**src/rtl/dcc_pkg.sv**
```systemverilog
// Shared types, codes and helpers of the disk controller command port.
`timescale 1ns / 1ps
package dcc_pkg;

  localparam int unsigned NDRV = 2;
  localparam int unsigned DRIVES_PER_BOARD = 2;

  // transfer kinds
  localparam logic [2:0] K_DATA_WR = 3'd0;
  localparam logic [2:0] K_DATA_RD = 3'd1;
  localparam logic [2:0] K_STAT_RD = 3'd2;
  localparam logic [2:0] K_SEL_WR  = 3'd3;
  localparam logic [2:0] K_RST_WR  = 3'd4;
  localparam logic [2:0] K_DELAY   = 3'd5;

  // handshake status bits
  localparam logic [5:0] ST_READY     = 6'h01;
  localparam logic [5:0] ST_INPUT     = 6'h02;
  localparam logic [5:0] ST_COMMAND   = 6'h04;
  localparam logic [5:0] ST_SELECT    = 6'h08;
  localparam logic [5:0] ST_REQUEST   = 6'h10;
  localparam logic [5:0] ST_INTERRUPT = 6'h20;

  localparam logic [7:0] SB_ERROR  = 8'h02;
  localparam logic [7:0] SB_DRIVE1 = 8'h20;
  localparam logic [7:0] EC_SENSE  = 8'h80;
  localparam logic [7:0] EC_NREADY = 8'h04;
  localparam logic [7:0] EC_BADCMD = 8'h20;

  // command opcodes
  localparam logic [7:0] C_TEST   = 8'h00;
  localparam logic [7:0] C_RECAL  = 8'h01;
  localparam logic [7:0] C_SENSE  = 8'h03;
  localparam logic [7:0] C_FMTDRV = 8'h04;
  localparam logic [7:0] C_VERIFY = 8'h05;
  localparam logic [7:0] C_FMTTRK = 8'h06;
  localparam logic [7:0] C_FMTBAD = 8'h07;
  localparam logic [7:0] C_READ   = 8'h08;
  localparam logic [7:0] C_WRITE  = 8'h0a;
  localparam logic [7:0] C_SEEK   = 8'h0b;
  localparam logic [7:0] C_SETPAR = 8'h0c;
  localparam logic [7:0] C_GETECC = 8'h0d;
  localparam logic [7:0] C_RDDIAG = 8'he3;
  localparam logic [7:0] C_RDLONG = 8'he5;
  localparam logic [7:0] C_WRLONG = 8'he6;

  // APB register indexes
  localparam logic [1:0] R_PRESENT = 2'd0;
  localparam logic [1:0] R_DIP     = 2'd1;
  localparam logic [1:0] R_SPT     = 2'd2;

  typedef struct packed {
    logic [2:0] kind;
    logic [7:0] wdata;
    logic       pio;
    logic       known;
  } op_t;

  typedef struct packed {
    logic [1:0] drive_present;
    logic [7:0] dip_switches;
    logic [5:0] spt;
  } cfg_t;

  typedef struct packed {
    logic [7:0]  read_data;
    logic        irq_pulse;
    logic [2:0]  irq_level;
    logic        xfer_start;
    logic        xfer_write;
    logic        xfer_pio;
    logic        xfer_drive;
    logic [20:0] xfer_sector;
    logic [7:0]  xfer_count;
  } res_t;

  function automatic logic cmd_known(input logic [7:0] v);
    if (v <= 8'h0f) return (v != 8'h02) && (v != 8'h09);
    return (v == 8'he0) || ((v >= 8'he3) && (v <= 8'he6));
  endfunction

endpackage

```
**src/rtl/disk_controller_command_port.sv**
```systemverilog
// Top level of the disk controller command port: stream ports, APB registers.
`timescale 1ns / 1ps
// Timing: each item is registered in the front queue, then in the result register; a
//   read/write command that issues a sector transfer also passes S_MUL1, S_MUL2 and
//   S_ADD (two multiply stages and an add). Throughput: one item per cycle unless the
//   result stream stalls; the back end's single executor takes none in those states.
// Reset (rst, synchronous, active high): queue empty, no result held, status
//   bits 0x05, drive geometry 612 cylinders / 4 heads / ECC 11, registers to
//   drive_present 0, dip_switches 0xff, sectors_per_track 17.
module disk_controller_command_port (
  input  logic        clk,
  input  logic        rst,
  // host access stream
  input  logic        s_tvalid,
  output logic        s_tready,
  input  logic [15:0] s_tdata,   // [7:0] write_data, [8] dma_masked, rest zero
  input  logic [2:0]  s_tuser,   // [2:0] kind
  // result stream
  output logic        m_tvalid,
  input  logic        m_tready,
  output logic [47:0] m_tdata,   // [7:0] read_data, [8] irq_pulse, [11:9] irq_level,
                                 // [12] xfer_start, [13] xfer_write, [14] xfer_pio,
                                 // [15] xfer_drive, [36:16] xfer_sector,
                                 // [44:37] xfer_count, rest zero
  // configuration
  input  logic        psel,
  input  logic        penable,
  input  logic        pwrite,
  input  logic [3:0]  paddr,
  input  logic [31:0] pwdata,
  output logic [31:0] prdata,
  output logic        pready
);
  import dcc_pkg::*;

  cfg_t cfg;
  op_t  op;
  res_t res;
  logic op_valid, op_pop;

  // APB: always ready, register written on the access phase
  assign pready = 1'b1;

  always_ff @(posedge clk) begin
    if (rst) begin
      cfg.drive_present <= 2'd0;
      cfg.dip_switches  <= 8'hff;
      cfg.spt           <= 6'd17;
    end else if (psel && penable && pwrite) begin
      case (paddr[3:2])
        R_PRESENT: cfg.drive_present <= pwdata[1:0];
        R_DIP:     cfg.dip_switches  <= pwdata[7:0];
        R_SPT:     cfg.spt           <= pwdata[5:0];
        default: ;
      endcase
    end
  end

  always_comb begin
    case (paddr[3:2])
      R_PRESENT: prdata = {30'd0, cfg.drive_present};
      R_DIP:     prdata = {24'd0, cfg.dip_switches};
      R_SPT:     prdata = {26'd0, cfg.spt};
      default:   prdata = 32'd0;
    endcase
  end

  // front: classify each transfer and hold it in a two-entry queue
  dcc_front u_front (
    .clk      (clk),
    .rst      (rst),
    .in_valid (s_tvalid),
    .in_ready (s_tready),
    .in_kind  (s_tuser),
    .in_wdata (s_tdata[7:0]),
    .in_pio   (s_tdata[8]),
    .op_valid (op_valid),
    .op       (op),
    .op_pop   (op_pop)
  );

  // back: executes one item at a time into the result register
  dcc_back u_back (
    .clk       (clk),
    .rst       (rst),
    .cfg       (cfg),
    .op_valid  (op_valid),
    .op        (op),
    .op_pop    (op_pop),
    .out_valid (m_tvalid),
    .out_ready (m_tready),
    .res       (res)
  );

  assign m_tdata = {3'd0, res.xfer_count, res.xfer_sector, res.xfer_drive, res.xfer_pio,
                    res.xfer_write, res.xfer_start, res.irq_level, res.irq_pulse,
                    res.read_data};

endmodule

```
**src/rtl/dcc_front.sv**
```systemverilog
// Front end: accepts host transfers, classifies them and queues them two deep.
`timescale 1ns / 1ps
module dcc_front (
  input  logic           clk,
  input  logic           rst,
  input  logic           in_valid,
  output logic           in_ready,
  input  logic [2:0]     in_kind,
  input  logic [7:0]     in_wdata,
  input  logic           in_pio,
  output logic           op_valid,
  output dcc_pkg::op_t   op,
  input  logic           op_pop
);
  import dcc_pkg::*;

  op_t        q [2];
  logic       wr_ptr, rd_ptr;
  logic [1:0] count;
  logic       push;

  assign in_ready = (count != 2'd2);
  assign push     = in_valid && in_ready;
  assign op_valid = (count != 2'd0);
  assign op       = q[rd_ptr];

  always_ff @(posedge clk) begin
    if (rst) begin
      wr_ptr <= 1'b0;
      rd_ptr <= 1'b0;
      count  <= 2'd0;
    end else begin
      if (push) wr_ptr <= ~wr_ptr;
      if (op_pop) rd_ptr <= ~rd_ptr;
      count <= count + {1'b0, push} - {1'b0, op_pop};
    end
  end

  always_ff @(posedge clk) begin
    if (push) begin
      q[wr_ptr].kind  <= in_kind;
      q[wr_ptr].wdata <= in_wdata;
      q[wr_ptr].pio   <= in_pio;
      q[wr_ptr].known <= cmd_known(in_wdata);
    end
  end

endmodule

```
**src/rtl/dcc_back.sv**
```systemverilog
// Back end: command block state, command execution and the result register.
`timescale 1ns / 1ps
module dcc_back (
  input  logic           clk,
  input  logic           rst,
  input  dcc_pkg::cfg_t  cfg,
  input  logic           op_valid,
  input  dcc_pkg::op_t   op,
  output logic           op_pop,
  output logic           out_valid,
  input  logic           out_ready,
  output dcc_pkg::res_t  res
);
  import dcc_pkg::*;

  localparam logic [1:0] S_IDLE = 2'd0;
  localparam logic [1:0] S_MUL1 = 2'd1;
  localparam logic [1:0] S_MUL2 = 2'd2;
  localparam logic [1:0] S_ADD  = 2'd3;

  logic [1:0]  st;
  logic [5:0]  status_bits, status_bits_next;
  logic [7:0]  cmd_bytes [14];
  logic [7:0]  cmd_bytes_next [14];
  logic [7:0]  res_bytes [5];
  logic [7:0]  res_bytes_next [5];
  logic [3:0]  bytes_left, bytes_left_next;
  logic [3:0]  byte_ptr, byte_ptr_next;
  logic        cmd_wait, cmd_wait_next;
  logic [7:0]  status_byte, status_byte_next;
  logic [7:0]  error_code, error_code_next;
  logic        sel, sel_next;
  logic [9:0]  drive_cyl [NDRV];
  logic [9:0]  drive_cyl_next [NDRV];
  logic [4:0]  drive_heads [NDRV];
  logic [4:0]  drive_heads_next [NDRV];
  logic [7:0]  ecc_len [NDRV];
  logic [7:0]  ecc_len_next [NDRV];
  logic [9:0]  cur_cyl [NDRV];
  logic [9:0]  cur_cyl_next [NDRV];
  logic [4:0]  cur_head [NDRV];
  logic [4:0]  cur_head_next [NDRV];
  logic [5:0]  cur_sec [NDRV];
  logic [5:0]  cur_sec_next [NDRV];
  logic [7:0]  cur_cnt [NDRV];
  logic [7:0]  cur_cnt_next [NDRV];
  res_t        res_next;
  logic [14:0] p1;
  logic [21:0] p2;

  assign op_pop = op_valid && (st == S_IDLE) && (!out_valid || out_ready);

  always_comb begin
    logic [7:0] c0;
    logic       pos, test, xfer, wr, valid, ecc, rdy;
    logic [2:0] n;
    status_bits_next = status_bits;
    cmd_bytes_next   = cmd_bytes;
    res_bytes_next   = res_bytes;
    bytes_left_next  = bytes_left;
    byte_ptr_next    = byte_ptr;
    cmd_wait_next    = cmd_wait;
    status_byte_next = status_byte;
    error_code_next  = error_code;
    sel_next         = sel;
    drive_cyl_next   = drive_cyl;
    drive_heads_next = drive_heads;
    ecc_len_next     = ecc_len;
    cur_cyl_next     = cur_cyl;
    cur_head_next    = cur_head;
    cur_sec_next     = cur_sec;
    cur_cnt_next     = cur_cnt;
    res_next           = '0;
    res_next.read_data = 8'hff;
    res_next.irq_level = cfg.dip_switches[6] ? 3'd5 : 3'd2;
    c0 = cmd_bytes[0];
    pos = 1'b1; test = 1'b1; xfer = 1'b0; wr = 1'b0; valid = 1'b1; ecc = 1'b0;
    rdy = 1'b0;
    n = 3'd0;
    case (op.kind)
      K_DATA_WR: begin
        if (!(bytes_left != 4'd0 && (status_bits & ST_INPUT) != 6'd0)) begin
          if (bytes_left == 4'd0) begin
            cmd_wait_next    = 1'b0;
            byte_ptr_next    = 4'd0;
            status_bits_next = status_bits_next & ~(ST_READY | ST_INPUT);
            if (!op.known) begin
              status_byte_next  = SB_ERROR | EC_BADCMD;
              error_code_next   = EC_BADCMD;
              res_bytes_next[0] = SB_ERROR | EC_BADCMD;
              res_bytes_next[1] = EC_BADCMD;
              bytes_left_next   = 4'd2;
              status_bits_next  = status_bits_next | ST_INTERRUPT | ST_INPUT | ST_REQUEST
                                  | ST_COMMAND | ST_READY;
            end else begin
              bytes_left_next  = (op.wdata == C_SETPAR) ? 4'd14 : 4'd6;
              status_bits_next = status_bits_next | ST_REQUEST;
            end
          end
          if (bytes_left != 4'd0 || op.known) begin
            if (byte_ptr_next < 4'd14) cmd_bytes_next[byte_ptr_next] = op.wdata;
            byte_ptr_next    = byte_ptr_next + 4'd1;
            status_bits_next = status_bits_next | ST_READY;
            bytes_left_next  = bytes_left_next - 4'd1;
            if (bytes_left_next == 4'd0) begin
              status_bits_next = (status_bits_next & ~(ST_COMMAND | ST_REQUEST | ST_READY))
                                 | ST_INPUT;
              cmd_wait_next    = 1'b1;
            end
          end
        end
      end
      K_DATA_RD: begin
        if (bytes_left != 4'd0 && (status_bits & ST_INPUT) != 6'd0) begin
          res_next.read_data = (byte_ptr < 4'd5) ? res_bytes[byte_ptr[2:0]] : 8'hff;
          byte_ptr_next    = byte_ptr + 4'd1;
          status_bits_next = status_bits & ~ST_INTERRUPT;
          bytes_left_next  = bytes_left - 4'd1;
          if (bytes_left_next == 4'd0)
            status_bits_next = (status_bits_next & ~(ST_INPUT | ST_REQUEST | ST_SELECT))
                               | ST_COMMAND;
        end
      end
      K_STAT_RD: res_next.read_data = {2'b00, status_bits};
      K_SEL_WR:  status_bits_next = (status_bits & ~ST_INTERRUPT) | ST_SELECT;
      K_RST_WR: begin
        for (int i = 0; i < NDRV; i++) begin
          cur_cyl_next[i]  = '0;
          cur_head_next[i] = '0;
          cur_sec_next[i]  = '0;
        end
        status_byte_next = 8'd0;
        status_bits_next = ST_COMMAND | ST_READY;
        bytes_left_next  = 4'd0;
        byte_ptr_next    = 4'd0;
        cmd_wait_next    = 1'b0;
      end
      K_DELAY: begin
        if (cmd_wait) begin
          cmd_wait_next    = 1'b0;
          status_byte_next = 8'd0;
          error_code_next  = 8'd0;
          case (c0)
            C_TEST, C_SENSE: pos = 1'b0;
            C_RECAL, C_SETPAR: test = 1'b0;
            C_FMTDRV, C_VERIFY, C_FMTTRK, C_FMTBAD, C_SEEK, C_RDDIAG: ;
            C_READ, C_RDLONG: xfer = 1'b1;
            C_WRITE, C_WRLONG: begin xfer = 1'b1; wr = 1'b1; end
            C_GETECC: begin ecc = 1'b1; pos = 1'b0; test = 1'b0; valid = 1'b0; end
            default: begin pos = 1'b0; test = 1'b0; valid = 1'b0; end
          endcase
          if (ecc) begin
            res_bytes_next[0] = ecc_len[sel];
            n = 3'd1;
          end
          if (valid) begin
            sel_next = cmd_bytes[1][5];
            status_byte_next = sel_next ? SB_DRIVE1 : 8'd0;
            if (pos) begin
              cur_head_next[sel_next] = cmd_bytes[1][4:0];
              cur_sec_next[sel_next]  = cmd_bytes[2][5:0];
              cur_cyl_next[sel_next]  = {cmd_bytes[2][7:6], cmd_bytes[3]};
              cur_cnt_next[sel_next]  = cmd_bytes[4];
              error_code_next         = EC_SENSE;
            end
            if (c0 == C_SETPAR) begin
              drive_cyl_next[sel_next]   = {cmd_bytes[6][1:0], cmd_bytes[7]};
              drive_heads_next[sel_next] = cmd_bytes[8][4:0];
              ecc_len_next[sel_next]     = cmd_bytes[13];
            end
            if (test) begin
              rdy = (32'(sel_next) < DRIVES_PER_BOARD) && cfg.drive_present[sel_next];
              if (!rdy) begin
                status_byte_next = status_byte_next | SB_ERROR;
                error_code_next  = error_code_next | EC_NREADY;
              end else if (xfer) begin
                res_next.xfer_start = 1'b1;
                res_next.xfer_write = wr;
                res_next.xfer_pio   = op.pio;
                res_next.xfer_drive = sel_next;
                res_next.xfer_count = cur_cnt_next[sel_next];
              end
            end
          end
          res_bytes_next[n] = status_byte_next;
          n = n + 3'd1;
          if ((status_byte_next & SB_ERROR) != 8'd0) begin
            res_bytes_next[n] = error_code_next;
            n = n + 3'd1;
            if (error_code_next[7] && n <= 3'd2) begin
              res_bytes_next[n] = {2'b00, sel_next, cur_head_next[sel_next]};
              res_bytes_next[n + 3'd1] = {cur_cyl_next[sel_next][9:8], cur_sec_next[sel_next]};
              res_bytes_next[n + 3'd2] = cur_cyl_next[sel_next][7:0];
              n = n + 3'd3;
            end
          end
          bytes_left_next  = {1'b0, n};
          byte_ptr_next    = 4'd0;
          status_bits_next = status_bits | ST_INTERRUPT | ST_INPUT | ST_REQUEST
                             | ST_COMMAND | ST_READY;
          res_next.irq_pulse = 1'b1;
        end
      end
      default: res_next.read_data = cfg.dip_switches;
    endcase
  end

  always_ff @(posedge clk) begin
    if (rst) begin
      st          <= S_IDLE;
      out_valid   <= 1'b0;
      status_bits <= ST_COMMAND | ST_READY;
      bytes_left  <= 4'd0;
      byte_ptr    <= 4'd0;
      cmd_wait    <= 1'b0;
      status_byte <= 8'd0;
      error_code  <= 8'd0;
      sel         <= 1'b0;
      for (int i = 0; i < NDRV; i++) begin
        drive_cyl[i]   <= 10'd612;
        drive_heads[i] <= 5'd4;
        ecc_len[i]     <= 8'd11;
        cur_cyl[i]     <= '0;
        cur_head[i]    <= '0;
        cur_sec[i]     <= '0;
        cur_cnt[i]     <= '0;
      end
    end else begin
      // drop valid after a transfer unless a new result is loaded this edge
      if (out_valid && out_ready && !(op_pop && !res_next.xfer_start)) out_valid <= 1'b0;
      case (st)
        S_IDLE: begin
          if (op_pop) begin
            status_bits <= status_bits_next;
            bytes_left  <= bytes_left_next;
            byte_ptr    <= byte_ptr_next;
            cmd_wait    <= cmd_wait_next;
            status_byte <= status_byte_next;
            error_code  <= error_code_next;
            sel         <= sel_next;
            drive_cyl   <= drive_cyl_next;
            drive_heads <= drive_heads_next;
            ecc_len     <= ecc_len_next;
            cur_cyl     <= cur_cyl_next;
            cur_head    <= cur_head_next;
            cur_sec     <= cur_sec_next;
            cur_cnt     <= cur_cnt_next;
            if (res_next.xfer_start) st <= S_MUL1;
            else out_valid <= 1'b1;
          end
        end
        S_MUL1: st <= S_MUL2;
        S_MUL2: st <= S_ADD;
        S_ADD: begin
          st        <= S_IDLE;
          out_valid <= 1'b1;
        end
        default: st <= S_IDLE;
      endcase
    end
  end

  // payload: command/result byte stores, result register, sector datapath
  always_ff @(posedge clk) begin
    if (op_pop) begin
      cmd_bytes <= cmd_bytes_next;
      res_bytes <= res_bytes_next;
      res       <= res_next;
    end
    p1 <= cur_cyl[res.xfer_drive] * drive_heads[res.xfer_drive];
    p2 <= ({1'b0, p1} + 16'(cur_head[res.xfer_drive])) * cfg.spt;
    if (st == S_ADD)
      res.xfer_sector <= 21'(p2 + 22'(cur_sec[res.xfer_drive]));
  end

endmodule

```
**config.mk**
```make
export PLATFORM = sky130hd
export DESIGN_NAME = disk_controller_command_port
export DESIGN_NICKNAME = d
export VERILOG_FILES = /design/src/rtl/dcc_pkg.sv /design/src/rtl/disk_controller_command_port.sv /design/src/rtl/dcc_front.sv /design/src/rtl/dcc_back.sv
export SDC_FILE = /design/constraint.sdc
export NUM_CORES = 1
export LEC_CHECK = 0
export BUFFER_PORTS_ARGS = -buffer_cell sky130_fd_sc_hd__buf_2
export CAP_MARGIN = 15
export CELL_PAD_IN_SITES_DETAIL_PLACEMENT = 0
export CELL_PAD_IN_SITES_GLOBAL_PLACEMENT = 1
export CORE_ASPECT_RATIO = 0.6
export CORE_MARGIN = 2
export CORE_UTILIZATION = 50
export DETAILED_ROUTE_END_ITERATION = 7
export PLACE_DENSITY_LB_ADDON = 0.1
export SYNTH_ARGS = -nofsm -noshare
export SYNTH_HDL_FRONTEND = slang
export SYNTH_HIERARCHICAL = 1
export SYNTH_SLANG_ARGS = --single-unit
```
**constraint.sdc**
```tcl
create_clock -name clk -period 19.35 [get_ports clk]
set_input_delay 3.87 -clock clk [delete_from_list [all_inputs] [get_ports clk]]
set_output_delay 3.87 -clock clk [all_outputs]
set_load 0.05 [all_outputs]
```
==> results.py <==
metrics = {
    "synthesis": {
        "yosysUniqueCellTypes": 84,
        "syn_area_per_cell_sq_um": 10.5,
        "syn_inst": 1753,
        "yosysMostFrequentCell": "edfxtp_1",
        "synth_common_cells": "edfxtp_1 (161), nor2_1 (158), dfxtp_1 (152)",
        "synth_area_leaders": "edfxtp_1 (26%), dfxtp_1 (17%), fa_1 (8.9%)",
        "synthesis.area_sq_um": 18400,
        "synth_top_area_share_pct": 26.2,
        "async_reset_ff_share_pct": 0,
        "synth_edf_count": 161,
        "synth_warnings": 6,
        "synth_top_area_cell": "edfxtp_1",
        "ys_seq_elements": 313,
        "synth_ff_type": "edfxtp_1",
        "ys_seq_area_share_pct": 42.7,
    },
    "power": {
        "intPower_w": 0.00124,
        "p_leak_nw": 8.10,
        "clkPwrFrac_pct": 31.8,
        "combPwrFrac_pct": 25.4,
        "swShare_pct": 34.7,
        "p_switching_w": 0.000656,
        "vdd_drop_max_v": 0.0000693,
        "powerDensity_nw_per_um2": 93.9,
        "power_frac_seq_pct": 42.8,
    },
    "floorplanning": {
        "fp-row-count": 54,
        "core_sq_um": 36300,
        "die_w_um": 252,
        "initial_core_util_pct": 50.7,
        "io-pin-count": 145,
        "die_area_sq_um": 38500,
        "die_h_um": 153,
    },
    "drt": {
        "wl_um": 45900,
        "drcViolationCount": 0,
        "dr.pass1.iters": 5,
        "via_per_inst": 5.73,
        "first_iter_violations": 1397,
        "antenna_left": 0,
        "wire_per_inst_um": 19.9,
        "num_vias": 13200,
    },
    "setup_path": {
        "critPathMostFrequentCell": "buf_2",
        "crit_family": "buffers and inverters",
        "path_class": "input pin to output pin",
        "crit_path_start": "paddr[3]",
        "r2r-start": "u_back/res[29]",
        "cpMaxStageDelayCell": "nor2b_1",
        "slowest_delay_ns": 0.39,
        "worstPathCellList": "buf_2 -> nor2b_1 -> nand2_1 -> o21ai_0 -> buf_2",
        "worstPathRequired_ns": 15.48,
        "cp-end-kind": "output pin",
        "cp-start-kind": "input pin",
        "arrival_ns": 4.97,
        "cp_max_fo": 9,
        "worst-path-buf-inv": 2,
    },
    "timing": {
        "report.final.slew_viol_count": 0,
        "skew_ns": 0.0168,
        "fin_tns_setup_ns": 0,
        "rsz0062_at_grt": "false",
        "setup_viol": 0,
        "whs_ns": 0.472,
        "hold_viol_final": 0,
        "period_needed_ns": 8.84,
        "relSlewSlack_pct": 24.1,
        "finalCritPeriodShare_pct": 45.7,
        "tightest_slew_ns": 1.13,
        "clock.fmax_mhz": 113,
    },
    "grt": {
        "grt_max_degree": 55,
        "grt_pass1_wl_um": 72200,
        "antenna_found_initial": 0,
        "grt_pass1_vias": 12400,
        "overflow": 0,
        "track_usage_pct": 23.8,
    },
    "clock_tree": {
        "cts_tree": "yes",
        "clockBufferDepth": 3,
        "cts.sinks": 313,
        "post_cts_buffers": 0,
        "htreeDepth": 1,
        "clk_pin_slew_ns": 0.06,
        "cts-root-buf": "clkbuf_16",
        "holdBufCountCts": 0,
        "clk_latency_ns": 0.58,
        "cts_buffers": 31,
        "ctsResizeCount": 0,
    },
    "placement": {
        "place_inst": 2244,
        "place.gp.congestion": 0.866,
        "dp_hpwl_um": 33600,
        "io_buffers": 83,
    },
    "finish": {
        "post-route-util_pct": 55.5,
        "nets": 2024,
        "drive_gt1_share_pct": 12.0,
        "n_antenna_cell": 0,
        "stdcell_count": 2303,
        "area_growth_pct": 9.34,
    },
    "min_path": {
        "hold_path.class": "flop to flop",
        "hp-start": "u_back/ecc_len[1]",
    },
    "run_status": {
        "status": "finished, final reports clean",
    },
    "job": {
        "cap_violations": 0,
    },
}
[area by class of cell]
type / instances / area (sq um)
sequential: 313 / 7880
clock buffer: 49 / 957
clock inverter: 9 / 63.8
multi-input combinational: 1222 / 9620
fill: 3189 / 16200
tap: 476 / 596
inverter: 135 / 507
timing repair buffer: 99 / 536
[cells by family (layout without fill, tap and decap cells)]
kind of cell	after synthesis	after routing	share of synthesized area, %
AOI/OAI and AO/OA	321	321	12.6
xor gates and xnor gates	60	60	2.85
adders and majority gates	160	160	14.2
buffers and inverters	244	292	5.82
DFF	313	313	42.7
muxes	109	109	6.68
other	2	28	0.0407
and+or+nand+nor	544	544	15.0
[sequential cells by signal, summed over array words and instances (netlist names), 2 cells and up, named ones only]
name                cells
cfg                    16
u_back/byte_ptr         4
u_back/bytes_left       4
u_back/cmd_bytes       51
u_back/cur_cnt          8
u_back/cur_cyl         20
u_back/cur_head        10
u_back/cur_sec         12
u_back/drive_heads     10
u_back/ecc_len         16
u_back/p1              15
u_back/p2              21
u_back/res             44
u_back/res_bytes       40
u_back/st               2
u_back/status_bits      6
u_front/count           2
u_front/q              26
[power groups by stage]
stage	Combinational (W)	Sequential (W)	Clock, W
2_1_floorplan	0.000240	0.000932	0
3_3_place_gp	0.000470	0.000822	0
3_5_place_dp	0.000476	0.000824	0
4_1_cts	0.000477	0.000810	0.000612
5_1_grt	0.000510	0.000816	0.000639
6_report	0.000481	0.000810	0.000601
[through the flow]
| stage | instance area (sq um) | setup WS, ns | total power, W |
|---|---|---|---|
| floorplan | 18500 | 10.29 | 0.00117 |
| global placement | 19100 | 10.56 | 0.00129 |
| detailed placement | 19100 | 10.52 | 0.00130 |
| CTS | 20200 | 10.52 | 0.00190 |
| global route | 20200 | 10.37 | 0.00197 |
| finish | 20200 | 10.51 | 0.00189 |
[path summary, 6_finish.rpt]
check	to	slack, ns	depth (start not counted)
setup reg to reg	u_back/p2[20]	12.20	24
setup / recovery	prdata[1]	10.51	5
hold / removal	u_back/ecc_len[1]	0.47	1
hold reg to reg	u_back/ecc_len[1]	0.47	1
[placed cells by master (no fill, tap or decap), types with 16 or more instances in the layout]
master,Yosys,layout
nand3_1,23,23
clkbuf_16,0,34
o21ai_0,35,35
a21oi_1,67,67
nand2_1,103,103
or3_1,24,24
ha_1,78,78
nand2b_1,43,43
conb_1,2,28
inv_1,135,135
o31ai_1,16,16
dfxtp_1,152,152
edfxtp_1,161,161
nor2b_1,68,68
mux2i_1,68,68
and2_1,44,44
buf_2,18,83
xnor2_1,46,46
fa_1,82,82
nor2_1,158,158
a22o_1,54,54
nor3_1,21,18
mux2_2,33,33
[layer usage]
layer	track usage (%)	up-vias	part of all wire, %
li1	-	6237	-
met1	39.9	6424	52
met2	30.3	494	37
met3	6.01	52	9.6
met4	3.69	0	1.4
met5	0	-	0
Note: power is estimated with default switching activity, not from simulation.
